[config.mk]
export PLATFORM = sky130hd
export DESIGN_NAME = keypad_sticky_modifier_ascii
export DESIGN_NICKNAME = d
export VERILOG_FILES = /design/src/rtl/core/ksma_pkg.sv /design/src/rtl/core/keypad_sticky_modifier_ascii.sv
export SDC_FILE = /design/constraint.sdc
export NUM_CORES = 1
export LEC_CHECK = 0
export ABC_AREA = 1
export BUFFER_PORTS_ARGS = -buffer_cell sky130_fd_sc_hd__clkbuf_2
export CELL_PAD_IN_SITES_DETAIL_PLACEMENT = 0
export CELL_PAD_IN_SITES_GLOBAL_PLACEMENT = 1
export CORE_MARGIN = 2
export CORE_UTILIZATION = 46
export CTS_CLUSTER_DIAMETER = 30
export DETAILED_ROUTE_END_ITERATION = 6
export PLACE_DENSITY = 0.89
export SLEW_MARGIN = 20
export SYNTH_ARGS = -nofsm -noshare
export SYNTH_HDL_FRONTEND = slang
export SYNTH_SLANG_ARGS = --single-unit
export TNS_END_PERCENT = 30
[constraint.sdc]
create_clock -name i_clk -period 8.19 [get_ports i_clk]
set_clock_uncertainty 0.1 [all_clocks]
set_input_delay 0.4095 -clock i_clk [delete_from_list [all_inputs] [get_ports i_clk]]
set_output_delay 0.4095 -clock i_clk [all_outputs]
set_load 0.03 [all_outputs]
[src/rtl/core/ksma_pkg.sv]
// Package with key codes, character constants and symbol tables for the keypad decoder.
package ksma_pkg;

    localparam int KeyW  = 7;
    localparam int CodeW = 8;
    localparam int ModeW = 3;
    localparam int SymW  = 5;

    localparam logic [KeyW-1:0] KeyNone     = 7'd0;
    localparam logic [KeyW-1:0] KeyCtrl     = 7'd1;
    localparam logic [KeyW-1:0] KeyShift    = 7'd2;
    localparam logic [KeyW-1:0] KeyEsc      = 7'd3;
    localparam logic [KeyW-1:0] KeyLetterLo = 7'd4;
    localparam logic [KeyW-1:0] KeyLetterHi = 7'd29;
    localparam logic [KeyW-1:0] KeyDigitLo  = 7'd30;
    localparam logic [KeyW-1:0] KeyDigitHi  = 7'd39;
    localparam logic [KeyW-1:0] KeySymLo    = 7'd40;
    localparam logic [KeyW-1:0] KeySymHi    = 7'd61;
    localparam logic [KeyW-1:0] KeyDel      = 7'd62;
    localparam logic [KeyW-1:0] KeyClear    = 7'd63;
    localparam logic [KeyW-1:0] KeyRet      = 7'd64;
    localparam logic [KeyW-1:0] KeyTab      = 7'd65;

    localparam logic [ModeW-1:0] ModeNormal = 3'd0;
    localparam logic [ModeW-1:0] ModeShift  = 3'd1;
    localparam logic [ModeW-1:0] ModeCaps   = 3'd2;
    localparam logic [ModeW-1:0] ModeCtrl   = 3'd4;

    localparam logic [CodeW-1:0] ChNone      = 8'h00;
    localparam logic [CodeW-1:0] ChModifier  = 8'h01;
    localparam logic [CodeW-1:0] ChLowerA    = 8'h61;
    localparam logic [CodeW-1:0] ChUpperA    = 8'h41;
    localparam logic [CodeW-1:0] ChZero      = 8'h30;
    localparam logic [CodeW-1:0] ChBackspace = 8'h08;
    localparam logic [CodeW-1:0] ChNewline   = 8'h0A;
    localparam logic [CodeW-1:0] ChTab       = 8'h09;

    localparam logic [1:0] KindFixed = 2'd0;
    localparam logic [1:0] KindShift = 2'd1;
    localparam logic [1:0] KindCtrl  = 2'd2;

    function automatic logic [CodeW-1:0] sym_plain(input logic [SymW-1:0] idx);
        logic [CodeW-1:0] c;
        begin
            case (idx)
                5'd0:  c = 8'h2C;
                5'd1:  c = 8'h2E;
                5'd2:  c = 8'h3A;
                5'd3:  c = 8'h28;
                5'd4:  c = 8'h29;
                5'd5:  c = 8'h20;
                5'd6:  c = 8'h2F;
                5'd7:  c = 8'h2A;
                5'd8:  c = 8'h2D;
                5'd9:  c = 8'h2D;
                5'd10: c = 8'h2B;
                5'd11: c = 8'h3D;
                5'd12: c = 8'h3C;
                5'd13: c = 8'h3E;
                5'd14: c = 8'h22;
                5'd15: c = 8'h27;
                5'd16: c = 8'h3F;
                5'd17: c = 8'h3F;
                5'd18: c = 8'h7C;
                5'd19: c = 8'h5E;
                5'd20: c = 8'h0A;
                5'd21: c = 8'hB2;
                default: c = ChNone;
            endcase
            return c;
        end
    endfunction

    function automatic logic [CodeW-1:0] sym_shift(input logic [SymW-1:0] idx);
        logic [CodeW-1:0] c;
        begin
            case (idx)
                5'd0:  c = 8'h3B;
                5'd1:  c = 8'h3A;
                5'd2:  c = 8'h3A;
                5'd3:  c = 8'h5B;
                5'd4:  c = 8'h7B;
                5'd5:  c = 8'h5F;
                5'd6:  c = 8'h5C;
                5'd7:  c = 8'h22;
                5'd8:  c = 8'h5F;
                5'd9:  c = 8'h5F;
                5'd16: c = 8'h21;
                5'd17: c = 8'h21;
                5'd20: c = 8'h7E;
                default: c = sym_plain(idx);
            endcase
            return c;
        end
    endfunction

    function automatic logic [CodeW-1:0] sym_ctrl(input logic [SymW-1:0] idx);
        logic [CodeW-1:0] c;
        begin
            case (idx)
                5'd3:    c = 8'h5D;
                5'd4:    c = 8'h7D;
                default: c = ChNone;
            endcase
            return c;
        end
    endfunction

    function automatic logic [1:0] sym_kind(input logic [SymW-1:0] idx);
        logic [1:0] k;
        begin
            case (idx)
                5'd3, 5'd4: k = KindCtrl;
                5'd0, 5'd1, 5'd5, 5'd6, 5'd7, 5'd8, 5'd9, 5'd16, 5'd17, 5'd20:
                    k = KindShift;
                default: k = KindFixed;
            endcase
            return k;
        end
    endfunction

endpackage

[src/rtl/core/keypad_sticky_modifier_ascii.sv]
// Top level of the keypad decoder with sticky shift, caps lock and ctrl.
//
// One key event word enters on the slave stream: s_axis_tdata[6:0] holds the
// key number. One result word leaves on the master stream for every accepted
// key: char_code, cursor_mode and cursor_mode_valid.
// A taken word sits in an input register, is decoded and written to the output
// register once that register is free, which raises m_axis_tvalid. The modifier
// flags change at the same edge that writes the output register.
// Throughput is one word per cycle while m_axis_tready stays high; the only loop
// is the three flag registers, which the combinational decode logic reads and writes.
// When the receiver holds m_axis_tready low, the output register keeps its
// word, the input register fills, and s_axis_tready then drops until the
// output drains. Nothing is lost or repeated across a stall.
// Synchronous active-low reset empties both registers and clears shift,
// caps lock and ctrl.
module keypad_sticky_modifier_ascii (
    input  logic        i_clk,
    input  logic        i_rst_n,
    input  logic        s_axis_tvalid,
    output logic        s_axis_tready,
    input  logic [7:0]  s_axis_tdata,   // [6:0] key_number, [7] zero
    output logic        m_axis_tvalid,
    input  logic        m_axis_tready,
    output logic [15:0] m_axis_tdata    // [7:0] char_code, [10:8] cursor_mode,
                                        // [11] cursor_mode_valid, [15:12] zero
);

    logic                          r_in_valid;
    logic [ksma_pkg::KeyW-1:0]     r_key;
    logic                          r_out_valid;
    logic [ksma_pkg::CodeW-1:0]    r_code;
    logic [ksma_pkg::ModeW-1:0]    r_mode;
    logic                          r_mode_valid;
    logic                          r_shift;
    logic                          r_caps;
    logic                          r_ctrl;

    logic                          n_shift;
    logic                          n_caps;
    logic                          n_ctrl;
    logic [ksma_pkg::CodeW-1:0]    n_code;
    logic [ksma_pkg::ModeW-1:0]    n_mode;
    logic                          n_mode_valid;

    logic                          out_free;
    logic                          advance;
    logic                          upper;
    logic [ksma_pkg::KeyW-1:0]     letter_off;
    logic [ksma_pkg::KeyW-1:0]     digit_off;
    logic [ksma_pkg::KeyW-1:0]     sym_full;
    logic [ksma_pkg::SymW-1:0]     sym_idx;

    assign out_free      = !r_out_valid || m_axis_tready;
    assign advance       = r_in_valid && out_free;
    assign s_axis_tready = !r_in_valid || out_free;
    assign upper         = r_shift || r_caps;
    assign letter_off    = r_key - ksma_pkg::KeyLetterLo;
    assign digit_off     = r_key - ksma_pkg::KeyDigitLo;
    assign sym_full      = r_key - ksma_pkg::KeySymLo;
    assign sym_idx       = sym_full[ksma_pkg::SymW-1:0];

    always_comb begin
        n_shift      = r_shift;
        n_caps       = r_caps;
        n_ctrl       = r_ctrl;
        n_code       = ksma_pkg::ChNone;
        n_mode       = ksma_pkg::ModeNormal;
        n_mode_valid = 1'b0;
        if (r_key == ksma_pkg::KeyCtrl) begin
            n_code       = ksma_pkg::ChModifier;
            n_mode_valid = 1'b1;
            n_ctrl       = !r_ctrl;
            n_mode       = r_ctrl ? ksma_pkg::ModeNormal : ksma_pkg::ModeCtrl;
        end else if (r_key == ksma_pkg::KeyShift) begin
            n_code       = ksma_pkg::ChModifier;
            n_mode_valid = 1'b1;
            if (r_ctrl) begin
                n_ctrl  = 1'b0;
                n_shift = 1'b0;
                n_caps  = 1'b1;
                n_mode  = ksma_pkg::ModeCaps;
            end else if (r_caps) begin
                n_caps = 1'b0;
            end else if (r_shift) begin
                n_shift = 1'b0;
            end else begin
                n_shift = 1'b1;
                n_mode  = ksma_pkg::ModeShift;
            end
        end else begin
            if (r_caps) begin
                n_mode       = ksma_pkg::ModeCaps;
                n_mode_valid = 1'b1;
            end
            if (r_key >= ksma_pkg::KeyLetterLo && r_key <= ksma_pkg::KeyLetterHi) begin
                n_code  = (upper ? ksma_pkg::ChUpperA : ksma_pkg::ChLowerA)
                          + {1'b0, letter_off};
                n_shift = 1'b0;
            end else if (r_key >= ksma_pkg::KeyDigitLo && r_key <= ksma_pkg::KeyDigitHi) begin
                n_code = ksma_pkg::ChZero + {1'b0, digit_off};
            end else if (r_key >= ksma_pkg::KeySymLo && r_key <= ksma_pkg::KeySymHi) begin
                case (ksma_pkg::sym_kind(sym_idx))
                    ksma_pkg::KindCtrl: begin
                        if (upper) begin
                            n_code  = ksma_pkg::sym_shift(sym_idx);
                            n_shift = 1'b0;
                        end else if (r_ctrl) begin
                            n_code = ksma_pkg::sym_ctrl(sym_idx);
                            n_ctrl = 1'b0;
                        end else begin
                            n_code = ksma_pkg::sym_plain(sym_idx);
                        end
                    end
                    ksma_pkg::KindShift: begin
                        n_code  = upper ? ksma_pkg::sym_shift(sym_idx)
                                        : ksma_pkg::sym_plain(sym_idx);
                        n_shift = 1'b0;
                    end
                    default: begin
                        n_code = ksma_pkg::sym_plain(sym_idx);
                    end
                endcase
            end else if (r_key == ksma_pkg::KeyDel || r_key == ksma_pkg::KeyClear) begin
                n_code = ksma_pkg::ChBackspace;
            end else if (r_key == ksma_pkg::KeyRet) begin
                n_code = ksma_pkg::ChNewline;
            end else if (r_key == ksma_pkg::KeyTab) begin
                n_code = ksma_pkg::ChTab;
            end
        end
    end

    always_ff @(posedge i_clk) begin
        if (!i_rst_n) begin
            r_in_valid  <= 1'b0;
            r_out_valid <= 1'b0;
            r_shift     <= 1'b0;
            r_caps      <= 1'b0;
            r_ctrl      <= 1'b0;
        end else begin
            if (s_axis_tready) begin
                r_in_valid <= s_axis_tvalid;
            end
            if (advance) begin
                r_out_valid <= 1'b1;
                r_shift     <= n_shift;
                r_caps      <= n_caps;
                r_ctrl      <= n_ctrl;
            end else if (m_axis_tready) begin
                r_out_valid <= 1'b0;
            end
        end
    end

    always_ff @(posedge i_clk) begin
        if (s_axis_tready && s_axis_tvalid) begin
            r_key <= s_axis_tdata[ksma_pkg::KeyW-1:0];
        end
        if (advance) begin
            r_code       <= n_code;
            r_mode       <= n_mode;
            r_mode_valid <= n_mode_valid;
        end
    end

    assign m_axis_tvalid = r_out_valid;
    assign m_axis_tdata  = {4'b0000, r_mode_valid, r_mode, r_code};

    a_shift_caps_exclusive: assert property (@(posedge i_clk) disable iff (!i_rst_n)
        !(r_shift && r_caps))
        else $error("shift and caps lock set together");

    a_mode_zero_when_unwritten: assert property (@(posedge i_clk) disable iff (!i_rst_n)
        (r_out_valid && !r_mode_valid) |-> (r_mode == ksma_pkg::ModeNormal))
        else $error("cursor mode nonzero without valid");

    a_ctrl_toggles: assert property (@(posedge i_clk) disable iff (!i_rst_n)
        (advance && r_key == ksma_pkg::KeyCtrl) |=> (r_ctrl != $past(r_ctrl)))
        else $error("ctrl key did not toggle ctrl flag");

    a_modifier_code: assert property (@(posedge i_clk) disable iff (!i_rst_n)
        (advance && (r_key == ksma_pkg::KeyCtrl || r_key == ksma_pkg::KeyShift))
        |=> (r_code == ksma_pkg::ChModifier && r_mode_valid))
        else $error("modifier key result malformed");

    a_stall_holds_flags: assert property (@(posedge i_clk) disable iff (!i_rst_n)
        !advance |=> ($stable(r_shift) && $stable(r_caps) && $stable(r_ctrl)))
        else $error("flags changed without an advancing word");

endmodule
## Word level (Yosys, flattened, before mapping)

Memory sizes are Yosys's and may differ from the RTL's.
Index checks and enable logic that the tools add are counted.

| storage, ports and cells | value |
|---|---|
| bits in registers | 24 |
| ROM bits | 1344 |
| bits of input ports | 12 |
| word-level logic and storage cells | 124 |
| memories kept | 6 |

Memories:

| name | depth | bits a word | read ports | clocked after Yosys merged registers in | write ports | line | text |
|---|---|---|---|---|---|---|---|
| (no name shown) | 32 | 8 | 1 | 0 | 0 | ksma_pkg.sv:45 | `case (idx)` |
| (no name shown) | 32 | 8 | 1 | 0 | 0 | ksma_pkg.sv:45 |  |
| (no name shown) | 32 | 8 | 1 | 0 | 0 | ksma_pkg.sv:45 |  |
| (no name shown) | 32 | 8 | 1 | 0 | 0 | ksma_pkg.sv:45 |  |
| (no name shown) | 32 | 8 | 1 | 0 | 0 | ksma_pkg.sv:45 |  |
| (no name shown) | 32 | 2 | 1 | 0 | 0 | ksma_pkg.sv:112 | `case (idx)` |

| operators by class | value |
|---|---|
| $add $sub $neg | 5 |
| magnitude comparators | 6 |
| equality and inequality tests | 26 |
| muxes and demuxes | 46 |
| bitwise gates (word level) | 1 |
| reductions and logical operators | 25 |

Operator list:

| cell | count |
|---|---|
| one-hot mux 8 bit (9 select lines) | 2 |
| 2-to-1 mux 8 bit | 6 |
| 2-to-1 mux 1 bit | 21 |
| == test 5 x 3 -> 1 bit (second input constant) | 4 |
| one-hot mux 8 bit (2 select lines) | 1 |
| == test 5 bit (second input constant) | 3 |
| == test 7 x 6 -> 1 bit (second input constant) | 2 |
| == test 7 bit (second input constant) | 2 |
| less-or-equal comparator 7 x 6 -> 1 bit (second input constant) | 2 |
| 2-to-1 mux 2 bit | 7 |
| one-hot mux 7 bit (2 select lines) | 1 |
| 2-to-1 mux 4 bit | 3 |
| != test 3 bit (second input constant) | 4 |
| == test 5 x 2 -> 1 bit (second input constant) | 2 |
| == test 5 x 4 -> 1 bit (second input constant) | 2 |
| 2-to-1 mux 3 bit | 3 |
| nonzero test 3 bit | 3 |
| adder 6 x 7 -> 8 bit (first input constant) | 1 |
| adder 7 x 7 -> 8 bit | 1 |
| == test 7 x 1 -> 1 bit (second input constant) | 1 |
| == test 7 x 2 -> 1 bit (second input constant) | 1 |
| greater-or-equal comparator 7 x 3 -> 1 bit (second input constant) | 1 |
| greater-or-equal comparator 7 x 5 -> 1 bit (second input constant) | 1 |
| greater-or-equal comparator 7 x 6 -> 1 bit (second input constant) | 1 |
| 23 further kinds | 34 |

## Depth between registers and ports, before layout

| depth | value |
|---|---|
| word-level depth | 14 |
| depth in mapped cells | 17 |

## Worst setup path before layout

Ideal clock, no wire load.

| timing path | value |
|---|---|
| path kind | register -> register |
| start | register r_key[3] (netlist bit) |
| end | register r_code[0] (netlist bit) (data pin) |
| library setup time | 252 ps |
| arrival time | 2440 ps |
| required time | 7838 ps |
| setup slack | 5398 ps |
| cell stages (with the launch flop) | 15 |
| path buffers | 2 |
| cell sequence | edfxtp_1 inv_1 ha_1 buf_4 buf_6 o32ai_1 ha_1 clkinv_1 nand3_1 inv_2 nand2_1 nand3b_1 nand2_1 nand2_1 nand2_1 |

| between the ends | value |
|---|---|
| cells in the longest elaborated chain, start to end | 12 |
| elaborated cells between the ends (all ways) | 60 |
| those cells by class | add/sub (1); order compare (6); eq/ne (20); mux (18); reduce/logical (9); memory (6) |

Ends and longest elaborated chain:

| what | line | text |
|---|---|---|
| from (decl) | keypad_sticky_modifier_ascii.sv:29 | `logic [ksma_pkg::KeyW-1:0] r_key;` |
| from (signal assigned) | keypad_sticky_modifier_ascii.sv:157 | `r_key <= s_axis_tdata[ksma_pkg::KeyW-1:0];` |
| subtractor 5 x 4 -> 5 bit | keypad_sticky_modifier_ascii.sv:59 | `assign sym_full = r_key - ksma_pkg::KeySymLo;` |
| memory read (32 x 2 bit) | -- |  |
| 2-to-1 mux 2 bit | keypad_sticky_modifier_ascii.sv:101 | `end else if (r_key >= ksma_pkg::KeySymLo && r_key <= ksma_pkg::KeySymHi) begin` |
| 2-to-1 mux 2 bit | keypad_sticky_modifier_ascii.sv:99 | `end else if (r_key >= ksma_pkg::KeyDigitLo && r_key <= ksma_pkg::KeyDigitHi) begin` |
| 2-to-1 mux 2 bit | keypad_sticky_modifier_ascii.sv:95 | `if (r_key >= ksma_pkg::KeyLetterLo && r_key <= ksma_pkg::KeyLetterHi) begin` |
| 2-to-1 mux 2 bit | keypad_sticky_modifier_ascii.sv:74 | `end else if (r_key == ksma_pkg::KeyShift) begin` |
| 2-to-1 mux 2 bit | keypad_sticky_modifier_ascii.sv:69 | `if (r_key == ksma_pkg::KeyCtrl) begin` |
| == test 2 x 1 -> 1 bit / == test 2 bit (equally long branches) | keypad_sticky_modifier_ascii.sv:102 | `case (ksma_pkg::sym_kind(sym_idx))` |
| one-hot mux 8 bit (2 select lines) | keypad_sticky_modifier_ascii.sv:102 |  |
| 2-to-1 mux 8 bit | keypad_sticky_modifier_ascii.sv:101 |  |
| 2-to-1 mux 8 bit | keypad_sticky_modifier_ascii.sv:99 |  |
| 2-to-1 mux 8 bit | keypad_sticky_modifier_ascii.sv:95 |  |
| to (signal assigned) | keypad_sticky_modifier_ascii.sv:160 | `r_code <= n_code;` |
| to (decl) | keypad_sticky_modifier_ascii.sv:31 | `logic [ksma_pkg::CodeW-1:0] r_code;` |

Parallel ways exist; a longest one is shown, timed or not. The select of a mux whose other input is x is not followed.
A chain may end at the register's enable or synchronous reset.

## Final worst setup path

| timing path | value |
|---|---|
| start | register r_key[3] (netlist bit) |
| end | register r_code[1] (netlist bit) (data pin) |

The elaborated chain is that of the path after synthesis.

==> results.json <==
{
  "p_clk_frac": 0.276,
  "drtAntennaViolNets": 0,
  "critPathTopFamily": "adder cells",
  "ys_async_sr_fraction": 0,
  "grt_pass1_vias": 2308,
  "synth-adder-area-share": 0.109,
  "antenna_found_initial": 0,
  "synth_seq_cells": 24,
  "grt_overflow": 0,
  "p_switching_mw": 0.135,
  "fin_ws_ns": 4.36,
  "wl_um": 6630,
  "finalCritPeriodShare": 0.468,
  "synth_top_area_frac": 0.216,
  "sequentialPowerShare": 0.390,
  "drc": 0,
  "dp_slack_ns": 4.46,
  "p_sw_frac": 0.354,
  "synth_top_family_by_area": "simple AND/OR/NAND/NOR gates",
  "synth_compound_area_frac": 0.149,
  "postCtsSetupBuffers": 0,
  "port_buffers": 24,
  "status": "complete, no violations",
  "fillers": 584,
  "ir_drop_mv": 0.153,
  "yosysTopAreaCell": "edfxtp_1",
  "power_mw": 0.381,
  "max_slew_margin": 0.621,
  "cts_buffers": 3,
  "stdcell_count": 473,
  "synth_cell_types": 40,
  "leakagePower_nw": 1.37,
  "first_pass_iters": 7,
  "nNetsFinal": 437,
  "hp-class": "in -> reg",
  "drive_gt1_frac": 0.172,
  "synth_xor_area_frac": 0.0299,
  "cts_max_path_buffers": 2,
  "row_count": 27,
  "numClockSinks": 24,
  "endpoint_kind": "register",
  "place_congestion": 0.938,
  "share_comb_of_total_power": 0.335,
  "utilization": 0.508,
  "detailedRoute.firstIterationViolations": 160,
  "worst_pin_slew_ns": 0.568,
  "initial_core_util": 0.477,
  "cts_root_buffer": "clkbuf_8",
  "dieWidth_um": 79.8,
  "yosysSeqAreaShare": 0.254,
  "fin_area_um2": 2820,
  "dp_hpwl_um": 5190,
  "worstSetupPathType": "reg -> reg",
  "cp_max_fo": 17,
  "yosys_warnings": 0,
  "period_minus_slack_ns": 3.83,
  "ctsHoldBuffers": 0,
  "grt_pass1_wl_um": 10900,
  "grt_max_degree": 18,
  "synth-edff-count": 19,
  "syn_avg_cell_area_um2": 6.82,
  "htree_levels": 1,
  "via_per_inst": 5.29,
  "grt_usage": 0.218,
  "arrival_ns": 3.85,
  "post_cts_resized": 0,
  "power_density_nw_per_um2": 135,
  "synth_cells": 387,
  "num_antenna_cells": 0,
  "synth_mux_area_frac": 0,
  "synthToLayoutAreaGrowth_pct": 6.68,
  "tritoncts": "done",
  "dpl-instance-area_um2": 2750,
  "coreArea_um2": 5540,
  "p_int_mw": 0.246,
  "dieArea_um2": 6360,
  "maxCapViolations": 0,
  "cpMaxStageDelayCell": "ha_1",
  "wl_per_cell_um": 14.0,
  "tns_ns": 0,
  "io_pins": 30,
  "synth_common_cells": "90 x nand2_1, 41 x inv_1, 34 x nand3_1",
  "die_y_um": 79.8,
  "ys.flop_type": "edfxtp_1",
  "cp_slowest_stage_delay_ns": 0.73,
  "path_cells": "inv_1, ha_1, inv_2, a21oi_1, nand2_1, ha_1, clkinv_1, nand4_1, nand2_1, nor2_1, nand3_1, nand2_1, nand2_1, a21oi_1",
  "num_vias": 2504,
  "path_common_cell": "nand2_1",
  "dp_cells": 469,
  "clk_latency_ns": 0.27,
  "fmax_mhz": 261,
  "cp.required_ns": 8.21,
  "rsz0062_at_grt": "no",
  "whs_ns": 0.211,
  "setup_viol": 0,
  "synthSimpleGateAreaFrac": 0.326,
  "netlist_area_um2": 2640,
  "path_clk_slew_ns": 0.09,
  "crit_path_start_kind": "register",
  "ys_top_cells_by_area": "edfxtp_1 22%, nand2_1 13%, ha_1 11%",
  "slew_violations": 0,
  "crit_buf_inv": 3,
  "yosysMostFrequentCell": "nand2_1",
  "finalHoldViolCount": 0
}
## sequential cells by signal (all words and copies together) (netlist names)
name / cells
r_code: 8
r_in_valid: 1
r_mode: 3
r_key: 7
r_shift: 1
r_ctrl: 1
r_mode_valid: 1
r_caps: 1
m_axis_tvalid: 1
## cell usage in the layout (no fill, tap or decap), types with 2 or more instances in the layout
| cell type | instances |
|---|---|
| edfxtp_1 | 19 |
| clkbuf_8 | 3 |
| clkbuf_2 | 24 |
| clkinv_1 | 2 |
| o31ai_1 | 3 |
| a31oi_1 | 2 |
| o21ai_1 | 10 |
| nand3_1 | 34 |
| ha_1 | 23 |
| a21oi_1 | 22 |
| dfxtp_1 | 5 |
| inv_1 | 41 |
| o21ai_0 | 14 |
| inv_2 | 16 |
| nor2_1 | 28 |
| conb_1 | 4 |
| a21oi_2 | 4 |
| nor2_4 | 3 |
| a22oi_1 | 2 |
| nor2_2 | 6 |
| a211oi_1 | 2 |
| o211ai_1 | 3 |
| nand4_1 | 9 |
| nand2_2 | 6 |
| nand2_1 | 90 |
| nor3_1 | 4 |
| xor2_1 | 9 |
## layout make-up
type | count | area, µm² | share of cell area
multi-input combinational | 289 | 1640 | 0.581
timing repair buffer | 25 | 128 | 0.0453
clock buffer | 3 | 41.3 | 0.0147
clock inverter | 1 | 30.0 | 0.0107
tap | 72 | 90.1 | 0.0320
sequential | 24 | 671 | 0.238
inverter | 59 | 221 | 0.0786
## cell families after synthesis
logic type,Yosys count
AND/OR/NAND/NOR,186
buffers and inverters,77
AO/OA/AOI/OAI,67
flip-flops,24
adder cells (fa/ha/maj),23
XOR/XNOR,9
other,1
## power groups by stage
stage / clock [mW] / sequential (mW) / combinational [mW]
global placement: 0 / 0.151 / 0.125
CTS: 0.106 / 0.148 / 0.126
finish: 0.105 / 0.148 / 0.127
detailed placement: 0 / 0.151 / 0.126
global route: 0.109 / 0.150 / 0.142
floorplan: 0 / 0.154 / 0.0974
## per-layer routing
layer	vias to the layer above	share of wire	track usage
li1	1281	-	-
met1	1142	0.46	0.295
met2	69	0.46	0.366
met3	12	0.055	0.0305
met4	0	0.020	0.0559
met5	-	0	0
## worst paths after layout
check | endpoint | slack, ns | cells after the start | start
min | r_key[2] | 0.21 | 1 | s_axis_tdata[2]
max reg2reg | r_code[1] | 4.36 | 14 | r_key[3]
max | r_code[1] | 4.36 | 14 | r_key[3]
min reg2reg | m_axis_tvalid | 0.39 | 2 | r_in_valid
## worst register-to-register path, cell delays in order, from the launching register on
cell	delay (ns)
edfxtp_1	0.67
inv_1	0.32
ha_1	0.73
inv_2	0.20
a21oi_1	0.22
nand2_1	0.11
ha_1	0.37
clkinv_1	0.23
nand4_1	0.18
nand2_1	0.06
nor2_1	0.12
nand3_1	0.11
nand2_1	0.07
nand2_1	0.05
a21oi_1	0.14
Note: power is estimated with default switching activity, not from simulation.
